$ cat src/rtl/core/fmpm_pkg.sv
`timescale 1ns / 1ps
`default_nettype none
// ----------------------------------------------------------------------------
// fmpm_pkg
// Shared constants for the Fibonacci matrix power modulo core: sequencer
// states, operation codes and the serial multiplier step count.
// ----------------------------------------------------------------------------
package fmpm_pkg;

    // sequencer states
    localparam logic [2:0] S_IDLE  = 3'd0;
    localparam logic [2:0] S_LOAD  = 3'd1;
    localparam logic [2:0] S_MUL   = 3'd2;
    localparam logic [2:0] S_STORE = 3'd3;
    localparam logic [2:0] S_STEP  = 3'd4;

    // operations run on the shared mulmod unit
    localparam logic [2:0] OP_R1 = 3'd0;  // first seed mod m
    localparam logic [2:0] OP_R2 = 3'd1;  // second seed mod m
    localparam logic [2:0] OP_AA = 3'd2;  // a*a
    localparam logic [2:0] OP_BB = 3'd3;  // b*b
    localparam logic [2:0] OP_AB = 3'd4;  // a*b
    localparam logic [2:0] OP_F1 = 3'd5;  // s2*a
    localparam logic [2:0] OP_F2 = 3'd6;  // s1*b

    // multiplier operand width, one bit consumed per cycle
    localparam int MUL_STEPS = 32;
    localparam int CNT_W     = 5;

    localparam logic [31:0] MODULUS_RESET = 32'd1000000007;

endpackage : fmpm_pkg
`default_nettype wire

$ cat src/rtl/core/fibonacci_matrix_power_mod_core.sv
`timescale 1ns / 1ps
`default_nettype none
// ----------------------------------------------------------------------------
// fibonacci_matrix_power_mod_core
// Computes (second_seed*F(n+1) + first_seed*F(n)) mod modulus by square and
// multiply over the bits of n, on one shared bit-serial mulmod unit.
// ----------------------------------------------------------------------------
//
// channel   | signals                                  | transfer
// ----------+------------------------------------------+--------------------------
// command   | start, first_seed, second_seed, index    | start && !busy
// result    | done, value                              | done (one cycle)
// config    | psel, penable, pwrite, paddr, pwdata ... | psel&&penable&&pwrite
//
// Work: each modular product runs bit-serially in the Horner unit, between a
//   load and a store state. An item costs 2 seed reductions, 3 products and
//   one update state per index bit, and 2 final products.
//   A modulus below two returns 0 with the strobe in the cycle right after
//   the command transfer; busy stays low, so commands can follow every cycle.
// Reset: asynchronous, active low; modulus returns to 1000000007.
// Stalls: none; the result strobe cannot be held off by the receiver.
//
module fibonacci_matrix_power_mod_core
    import fmpm_pkg::*;
#(
    parameter int INDEX_BITS = 63,
    parameter int MOD_BITS   = 31
)
(
    input  wire                   clk,
    input  wire                   rst_n,
    // command
    input  wire                   start,
    output logic                  busy,
    input  wire  [30:0]           first_seed,
    input  wire  [30:0]           second_seed,
    input  wire  [INDEX_BITS-1:0] index,
    // result
    output logic                  done,
    output logic [30:0]           value,
    // configuration
    input  wire                   psel,
    input  wire                   penable,
    input  wire                   pwrite,
    input  wire  [2:0]            paddr,
    input  wire  [31:0]           pwdata,
    output logic [31:0]           prdata,
    output logic                  pready
);

    // effective modulus width: register is kept to 31 bits at most
    localparam int MW    = (MOD_BITS < 31) ? MOD_BITS : 31;
    localparam int AW    = MW + 2;  // Horner accumulator width, holds a sum < 3m
    localparam int BCW   = $clog2(INDEX_BITS + 1);

    // ------------------------------------------------------------------
    // configuration register
    // ------------------------------------------------------------------
    logic [MW-1:0] modulus_reg;

    assign pready = 1'b1;

    always_ff @(posedge clk or negedge rst_n)
    begin
        if (!rst_n)
        begin
            modulus_reg <= MODULUS_RESET[MW-1:0];
        end
        else if (psel && penable && pwrite && !paddr[2])
        begin
            modulus_reg <= pwdata[MW-1:0];
        end
    end

    always_comb
    begin
        prdata = '0;
        if (!paddr[2])
        begin
            prdata[MW-1:0] = modulus_reg;
        end
    end

    // ------------------------------------------------------------------
    // modular helpers; operands already below m
    // ------------------------------------------------------------------
    function automatic logic [MW-1:0] addmod(input logic [MW-1:0] x,
                                             input logic [MW-1:0] y,
                                             input logic [MW-1:0] m);
        logic [MW:0] s;
        s = {1'b0, x} + {1'b0, y};
        if (s >= {1'b0, m})
        begin
            s = s - {1'b0, m};
        end
        return s[MW-1:0];
    endfunction

    function automatic logic [MW-1:0] submod(input logic [MW-1:0] x,
                                             input logic [MW-1:0] y,
                                             input logic [MW-1:0] m);
        logic [MW:0] d;
        if (x >= y)
        begin
            d = {1'b0, x} - {1'b0, y};
        end
        else
        begin
            d = {1'b0, x} + {1'b0, m} - {1'b0, y};
        end
        return d[MW-1:0];
    endfunction

    // ------------------------------------------------------------------
    // sequencer and datapath registers
    // ------------------------------------------------------------------
    logic [2:0]            state_reg;
    logic [2:0]            op_reg;
    logic [CNT_W-1:0]      cnt_reg;
    logic [BCW-1:0]        bits_reg;
    logic [INDEX_BITS-1:0] n_reg;
    logic [30:0]           raw1_reg, raw2_reg;
    logic [MW-1:0]         s1_reg, s2_reg, a_reg, b_reg, aa_reg, bb_reg, f1_reg;
    logic [MUL_STEPS-1:0]  x_reg;
    logic [MW-1:0]         y_reg;
    logic [AW-1:0]         acc_reg;
    logic                  done_reg;
    logic [30:0]           value_reg;

    // one Horner step: acc = 2*acc + bit*y, reduced below m
    logic [AW-1:0] acc_sum, acc_step, m_ext;

    always_comb
    begin
        m_ext   = {2'b00, modulus_reg};
        acc_sum = {acc_reg[AW-2:0], 1'b0}
                + (x_reg[MUL_STEPS-1] ? {2'b00, y_reg} : '0);
        if (acc_sum >= {m_ext[AW-2:0], 1'b0})
        begin
            acc_step = acc_sum - {m_ext[AW-2:0], 1'b0};
        end
        else if (acc_sum >= m_ext)
        begin
            acc_step = acc_sum - m_ext;
        end
        else
        begin
            acc_step = acc_sum;
        end
    end

    logic [MW-1:0] prod;
    assign prod = acc_reg[MW-1:0];

    assign busy  = (state_reg != S_IDLE);
    assign done  = done_reg;
    assign value = value_reg;

    always_ff @(posedge clk or negedge rst_n)
    begin
        if (!rst_n)
        begin
            state_reg <= S_IDLE;
            op_reg    <= OP_R1;
            cnt_reg   <= '0;
            bits_reg  <= '0;
            done_reg  <= 1'b0;
        end
        else
        begin
            done_reg <= 1'b0;
            case (state_reg)
                S_IDLE:
                begin
                    if (start)
                    begin
                        raw1_reg <= first_seed;
                        raw2_reg <= second_seed;
                        n_reg    <= index;
                        bits_reg <= BCW'(INDEX_BITS);
                        a_reg    <= MW'(1);
                        b_reg    <= '0;
                        op_reg   <= OP_R1;
                        if (modulus_reg < MW'(2))
                        begin
                            value_reg <= '0;
                            done_reg  <= 1'b1;
                        end
                        else
                        begin
                            state_reg <= S_LOAD;
                        end
                    end
                end

                S_LOAD:
                begin
                    acc_reg <= '0;
                    cnt_reg <= CNT_W'(MUL_STEPS - 1);
                    case (op_reg)
                        OP_R1:   begin x_reg <= {1'b0, raw1_reg}; y_reg <= MW'(1); end
                        OP_R2:   begin x_reg <= {1'b0, raw2_reg}; y_reg <= MW'(1); end
                        OP_AA:   begin x_reg <= MUL_STEPS'(a_reg); y_reg <= a_reg; end
                        OP_BB:   begin x_reg <= MUL_STEPS'(b_reg); y_reg <= b_reg; end
                        OP_AB:   begin x_reg <= MUL_STEPS'(a_reg); y_reg <= b_reg; end
                        OP_F1:   begin x_reg <= MUL_STEPS'(s2_reg); y_reg <= a_reg; end
                        default: begin x_reg <= MUL_STEPS'(s1_reg); y_reg <= b_reg; end
                    endcase
                    state_reg <= S_MUL;
                end

                S_MUL:
                begin
                    acc_reg <= acc_step;
                    x_reg   <= {x_reg[MUL_STEPS-2:0], 1'b0};
                    if (cnt_reg == '0)
                    begin
                        state_reg <= S_STORE;
                    end
                    else
                    begin
                        cnt_reg <= cnt_reg - CNT_W'(1);
                    end
                end

                S_STORE:
                begin
                    state_reg <= S_LOAD;
                    case (op_reg)
                        OP_R1:
                        begin
                            s1_reg <= prod;
                            op_reg <= OP_R2;
                        end
                        OP_R2:
                        begin
                            s2_reg <= prod;
                            op_reg <= (bits_reg == '0) ? OP_F1 : OP_AA;
                        end
                        OP_AA:
                        begin
                            aa_reg <= prod;
                            op_reg <= OP_BB;
                        end
                        OP_BB:
                        begin
                            bb_reg <= prod;
                            op_reg <= OP_AB;
                        end
                        OP_AB:
                        begin
                            // F(2k+1) = a^2 + b^2, F(2k) = 2ab - b^2
                            a_reg     <= addmod(aa_reg, bb_reg, modulus_reg);
                            b_reg     <= submod(addmod(prod, prod, modulus_reg), bb_reg,
                                                modulus_reg);
                            state_reg <= S_STEP;
                        end
                        OP_F1:
                        begin
                            f1_reg <= prod;
                            op_reg <= OP_F2;
                        end
                        default:
                        begin
                            value_reg <= 31'(addmod(f1_reg, prod, modulus_reg));
                            done_reg  <= 1'b1;
                            state_reg <= S_IDLE;
                        end
                    endcase
                end

                S_STEP:
                begin
                    // index bit set: multiply by [[1,1],[1,0]]
                    if (n_reg[INDEX_BITS-1])
                    begin
                        a_reg <= addmod(a_reg, b_reg, modulus_reg);
                        b_reg <= a_reg;
                    end
                    n_reg     <= {n_reg[INDEX_BITS-2:0], 1'b0};
                    bits_reg  <= bits_reg - BCW'(1);
                    op_reg    <= (bits_reg == BCW'(1)) ? OP_F1 : OP_AA;
                    state_reg <= S_LOAD;
                end

                default:
                begin
                    state_reg <= S_IDLE;
                end
            endcase
        end
    end

    // ------------------------------------------------------------------
    // assertions
    // ------------------------------------------------------------------
    a_acc_reduced: assert property (@(posedge clk) disable iff (!rst_n)
        (state_reg == S_STORE) |-> (acc_reg < {2'b00, modulus_reg}))
        else $error("mulmod result not reduced");

    a_value_range: assert property (@(posedge clk) disable iff (!rst_n)
        done |-> (value < 31'(modulus_reg) || modulus_reg < MW'(2)))
        else $error("result not below modulus");

    // a modulus below two answers every cycle, so only full runs are one-shot
    a_done_pulse: assert property (@(posedge clk) disable iff (!rst_n)
        (done && modulus_reg >= MW'(2)) |=> !done)
        else $error("result strobe held");

    a_done_idle: assert property (@(posedge clk) disable iff (!rst_n)
        done |-> !busy)
        else $error("result while busy");

endmodule : fibonacci_matrix_power_mod_core
`default_nettype wire
$ cat config.mk
export PLATFORM = sky130hd
export DESIGN_NAME = fibonacci_matrix_power_mod_core
export DESIGN_NICKNAME = d
export VERILOG_FILES = /design/src/rtl/core/fmpm_pkg.sv /design/src/rtl/core/fibonacci_matrix_power_mod_core.sv
export SDC_FILE = /design/constraint.sdc
export NUM_CORES = 2
export LEC_CHECK = 0
export BUFFER_PORTS_ARGS = -buffer_cell sky130_fd_sc_hd__buf_2
export CELL_PAD_IN_SITES_DETAIL_PLACEMENT = 0
export CELL_PAD_IN_SITES_GLOBAL_PLACEMENT = 1
export CORE_ASPECT_RATIO = 1.2
export CORE_UTILIZATION = 40
export CTS_CLUSTER_DIAMETER = 80
export DETAILED_ROUTE_END_ITERATION = 10
export GPL_ROUTABILITY_DRIVEN = 0
export HOLD_SLACK_MARGIN = 0.12
export MAX_ROUTING_LAYER = met4
export PLACE_DENSITY_LB_ADDON = 0.2
export SYNTH_ARGS = -nofsm -noshare
export SYNTH_HDL_FRONTEND = slang
export SYNTH_SLANG_ARGS = --single-unit
$ cat constraint.sdc
create_clock -name clk -period 11.7 [get_ports clk]
set_clock_uncertainty 0.2 [all_clocks]
set_input_delay 1.755 -clock clk [delete_from_list [all_inputs] [get_ports clk]]
set_output_delay 1.755 -clock clk [all_outputs]
set_load 0.005 [all_outputs]
-- Word level (Yosys, flattened, before mapping)
Cells that the tools add are included.
- add/sub/neg operators: 16
- muxes and demuxes: 47
- magnitude comparators: 8
- reduce and logical (&&, ||, !) cells: 33
- equality and inequality tests: 19
- operators by type and width (cell ; number):
    $mux 31 ; 18
    $pmux 31 s3 ; 2
    $sub 31x31->31 ; 6
    $pmux 31 s5 ; 1
    $add 31x31->32 ; 4
    $ge 32x31->1 ; 4
    $pmux 32 s2 ; 2
    $pmux 63 s2 ; 1
    $pmux 31 s2 ; 2
    $mux 32 ; 2
    $mux 63 ; 1
    $add 33x31->33 ; 1
    $ge 33x31->1 ; 1
    $ge 33x32->1 ; 1
    $sub 32x31->32 ; 1
    $sub 32x32->32 ; 1
    $add 31x31->31 ; 1
    $ge 31x31->1 ; 1
    $lt 31x2->1 const B ; 1
    $pmux 3 s5 ; 2
    $reduce_and 3->1 ; 9
    $mux 3 ; 6
    $ne 2x2->1 const B ; 8
    $eq 3x2->1 const B ; 4
    other kinds (26) ; 43
- word-level logic and storage cells: 143
- bits in registers: 517
- output and inout port bits: 66

-- Depth between registers and ports, before layout
- depth in word-level cells: 10
- gate-level depth with buffers: 27

-- Least setup slack after synthesis
OpenSTA, ideal clock, no wires.
- path type: register to register
- start point: register modulus_reg[24]
- end point: register b_reg[27] (data pin)
- cell stages (with the launch flop): 27
- slack: 4.868 ns
- arrival: 6.503 ns
- setup time: 0.129 ns
- path through: dfstp_2 > inv_1 > ha_1 > clkbuf_1 > nand4_1 > nor2_1 > nand2_1 > or4_1 > o221ai_1 > a21oi_1 > nand2_1 > clkbuf_1 > mux2i_1 > fa_1 > inv_1 > ha_1 > a21o_1 > a21oi_1 > o21bai_1 > a2111o_1 > a41o_1 > a221oi_2 > o211ai_1 > a21o_1 > or4_1 > nand4_1 > a21o_1
- cells in the longest elaborated chain, start to end: 9
- RTL lines (element ; line ; source):
    from (decl) ; fibonacci_matrix_power_mod_core.sv:59 ; logic [MW-1:0] modulus_reg;
    from (signal assigned) ; fibonacci_matrix_power_mod_core.sv:67 ; modulus_reg <= MODULUS_RESET[MW-1:0];
    from (signal assigned) ; fibonacci_matrix_power_mod_core.sv:71 ; modulus_reg <= pwdata[MW-1:0];
    $sub 31x31->31 or $ge 32x31->1 (tied branches) ; fibonacci_matrix_power_mod_core.sv:94, fibonacci_matrix_power_mod_core.sv:92 ;
    $mux 31 ; fibonacci_matrix_power_mod_core.sv:92 ; if (s >= {1'b0, m})
    $mux 31 ; fibonacci_matrix_power_mod_core.sv:229 ; case (op_reg)
    $mux 31 ; fibonacci_matrix_power_mod_core.sv:172 ; case (state_reg)
    $add 31x31->31 ; fibonacci_matrix_power_mod_core.sv:109 ; d = {1'b0, x} + {1'b0, m} - {1'b0, y};
    $sub 31x31->31 ; fibonacci_matrix_power_mod_core.sv:109 ;
    $mux 31 * ; fibonacci_matrix_power_mod_core.sv:103 ; if (x >= y)
    $mux 31 * ; fibonacci_matrix_power_mod_core.sv:229 ;
    $pmux 31 s3 * ; fibonacci_matrix_power_mod_core.sv:172 ;
    to (signal assigned) ; fibonacci_matrix_power_mod_core.sv:254 ; b_reg <= submod(addmod(prod, prod, modulus_reg), bb_reg,
    to (signal assigned) ; fibonacci_matrix_power_mod_core.sv:278 ; b_reg <= a_reg;
    to (decl) ; fibonacci_matrix_power_mod_core.sv:123 ; logic [MW-1:0] s1_reg, s2_reg, a_reg, b_reg, aa_reg, bb_reg, f1_reg;
Mark *: on every way between the ends. The rest lies on a longest branch, timed or not. The select of a mux whose other input is x is not followed.
A chain may end at the register's enable or synchronous reset.

-- Worst setup path after layout
- start point: register modulus_reg[2]
- end point: register b_reg[28] (data pin)
The elaborated chain is that of the path after synthesis.

==> results.ini <==
[outcome]
status=complete, no violations

[global_routing]
grt_start_max_net_pins=78
antenna_found_initial=2
grt_usage=0.265
grt_overflow=0
grt_pass1_vias=32600
grt_pass1_wl_um=203000

[route]
via_per_inst=5.73
drt_iter0_markers=2791
drt_wl_total_um=137000
drc=0
wl_per_cell_um=22.6
vias=34600
first_pass_iters=6
drtAntennaViolNets=0

[final_layout]
synthToLayoutAreaGrowth_pct=12.5
stdcell_count=6036
largest_reg_flops=63
layout_commonest_cell=edfxtp_1
regArea_um2=15300
drive_gt1_frac=0.115
final_cell_mix=edfxtp_1 (468), nand2_1 (421), a21oi_1 (414)
fillerInstances=10100
multi_input_area_um2=24800
nets=5189

[flow_run]
maxCapViolCount=0

[die]
die_x_um=296
start_util=0.403
dieArea_um2=105000
core_area_um2=103000
die_h_um=355
design.portCount=232
std_cell_rows=129

[synth]
netlist_top_cells_area=edfxtp_1 (34%), ha_1 (11%), a21oi_1 (5.0%)
yosysSeqAreaShare=0.369
async_flop_share=0.0948
yosysTopAreaCell=edfxtp_1
synth_nets=4972
synth_seq_cells=517
synth_flop_cell=edfxtp_1
yosysTopAreaCellShare=0.339
syn_avg_cell_area_um2=9.45
synth_edf_count=468
ys_warn_count=0
synth_cells=4391
synth_cell_types=92
syn-cell-area_um2=41500

[hold_path]
hp-start=bits_reg[5]$_DFFE_PN0P_
hold_path_class=reg2reg

[sta]
tightest_slew_ns=1.25
final.min_clock_period_ns=8.06
setup_viol=0
fmax_ghz=0.124
final.setup.tns_ns=0
hold_violations=0
rsz0062_at_grt=false
finalCritPeriodShare=0.689
slew_headroom=0.159
maxSlewViolCount=0

[critical_path]
path_max_fanout=34
cp-start-kind=flip-flop
cp.arrival_ns=8.36
cp_common_cell=buf_4
cp.required_ns=12.00
cp-end-kind=flip-flop
critPathLaunch=modulus_reg[2]$_DFFE_PN1P_
crit_slowest_cell=dfstp_2
crit_path_max_incr_delay_ns=0.55
r2r-start=modulus_reg[2]$_DFFE_PN1P_
crit_type=reg2reg
r2r_setup_slack_ns=3.64

[clock_network]
cts.repair.resized=0
cts_buffer_depth=3
post_cts_buffers=0
cts_made_buffers=66
root_buffer=clkbuf_16
h-tree-depth=3
cts_tree=done
clock_sinks=517
postCtsHoldBufs=0
clk_pin_slew_ns=0.06
clk_latency_ns=0.67

[placement]
dp_hpwl_um=107000
io_buffers=226
dp.cells=5915

## synth_stat cells, drive strengths merged, types with 33 or more instances
cell type	number
xnor2	195
ha	374
nor3	77
fa	41
a211oi	67
nand4	44
nand3	65
edfxtp	468
mux2	55
o21ai	254
a21oi	417
and2	53
nor2b	56
nand2	424
o31ai	36
o22ai	33
xor2	110
a22o	35
a21o	145
mux2i	125
nand2b	45
inv	237
o21bai	49
clkbuf	116
o21a	61
dfrtp	33
nor2	332
## layout make-up
class | count | area share
clock inverters | 40 | 0.0108
well taps | 1375 | 0.0369
flip-flops and latches | 517 | 0.328
repair buffers | 295 | 0.0353
clock buffers | 80 | 0.0378
multi-input cells | 3491 | 0.532
inverters | 237 | 0.0191
diodes | 1 | 0.0000536
## through the flow
step / area, um^2 / setup slack (ns) / utilization / hold WS (ns)
2_1_floorplan: 41500 / 4.87 / - / 0.258
3_3_place_gp: 44400 / 3.81 / 0.431 / 0.288
3_5_place_dp: 44400 / 3.82 / 0.431 / 0.291
4_1_cts: 46700 / 3.79 / 0.453 / 0.299
5_1_grt: 46700 / 3.03 / 0.453 / 0.328
6_report: 46700 / 3.64 / 0.453 / 0.304
## path summary, 6_finish.rpt
path / endpoint / depth (start not counted)
min in group asynchronous: modulus_reg[21]$_DFFE_PN0P_ / 2
max: b_reg[28]$_DFFE_PP_ / 27
max in group asynchronous: op_reg[0]$_DFFE_PN0P_ / 2
min reg2reg: bits_reg[5]$_DFFE_PN0P_ / 1
min: bits_reg[5]$_DFFE_PN0P_ / 1
max reg2reg: b_reg[28]$_DFFE_PP_ / 27
## critical path, delay by kind of cell (launching register included)
kind | cells | cell delay, ns
AOI/OAI and AO/OA | 14 | 3.60
adders and majority gates | 2 | 0.75
buffers and inverters | 6 | 1.26
DFF | 1 | 0.55
muxes | 1 | 0.33
and+or+nand+nor | 4 | 1.18
## routing by layer
metal | track usage | vias to the layer above | share of wire
li1 | - | 16800 | -
met1 | 0.342 | 16500 | 0.43
met2 | 0.417 | 1002 | 0.46
met3 | 0.0351 | 251 | 0.057
met4 | 0.113 | 0 | 0.044
met5 | - | - | 0
## cell families after synthesis
kind of cell	after synthesis	share of synthesized area
compound gates	1358	0.214
xor+xnor	305	0.0644
fa+ha+maj	415	0.133
buf+inv	383	0.0357
flops	517	0.369
mux	185	0.0478
other cells	2	0.000181
simple gates	1226	0.137
Power is left out: the tool's default activity adds up to more than one toggle a clock period on the data nets, which glitch-free logic cannot reach.
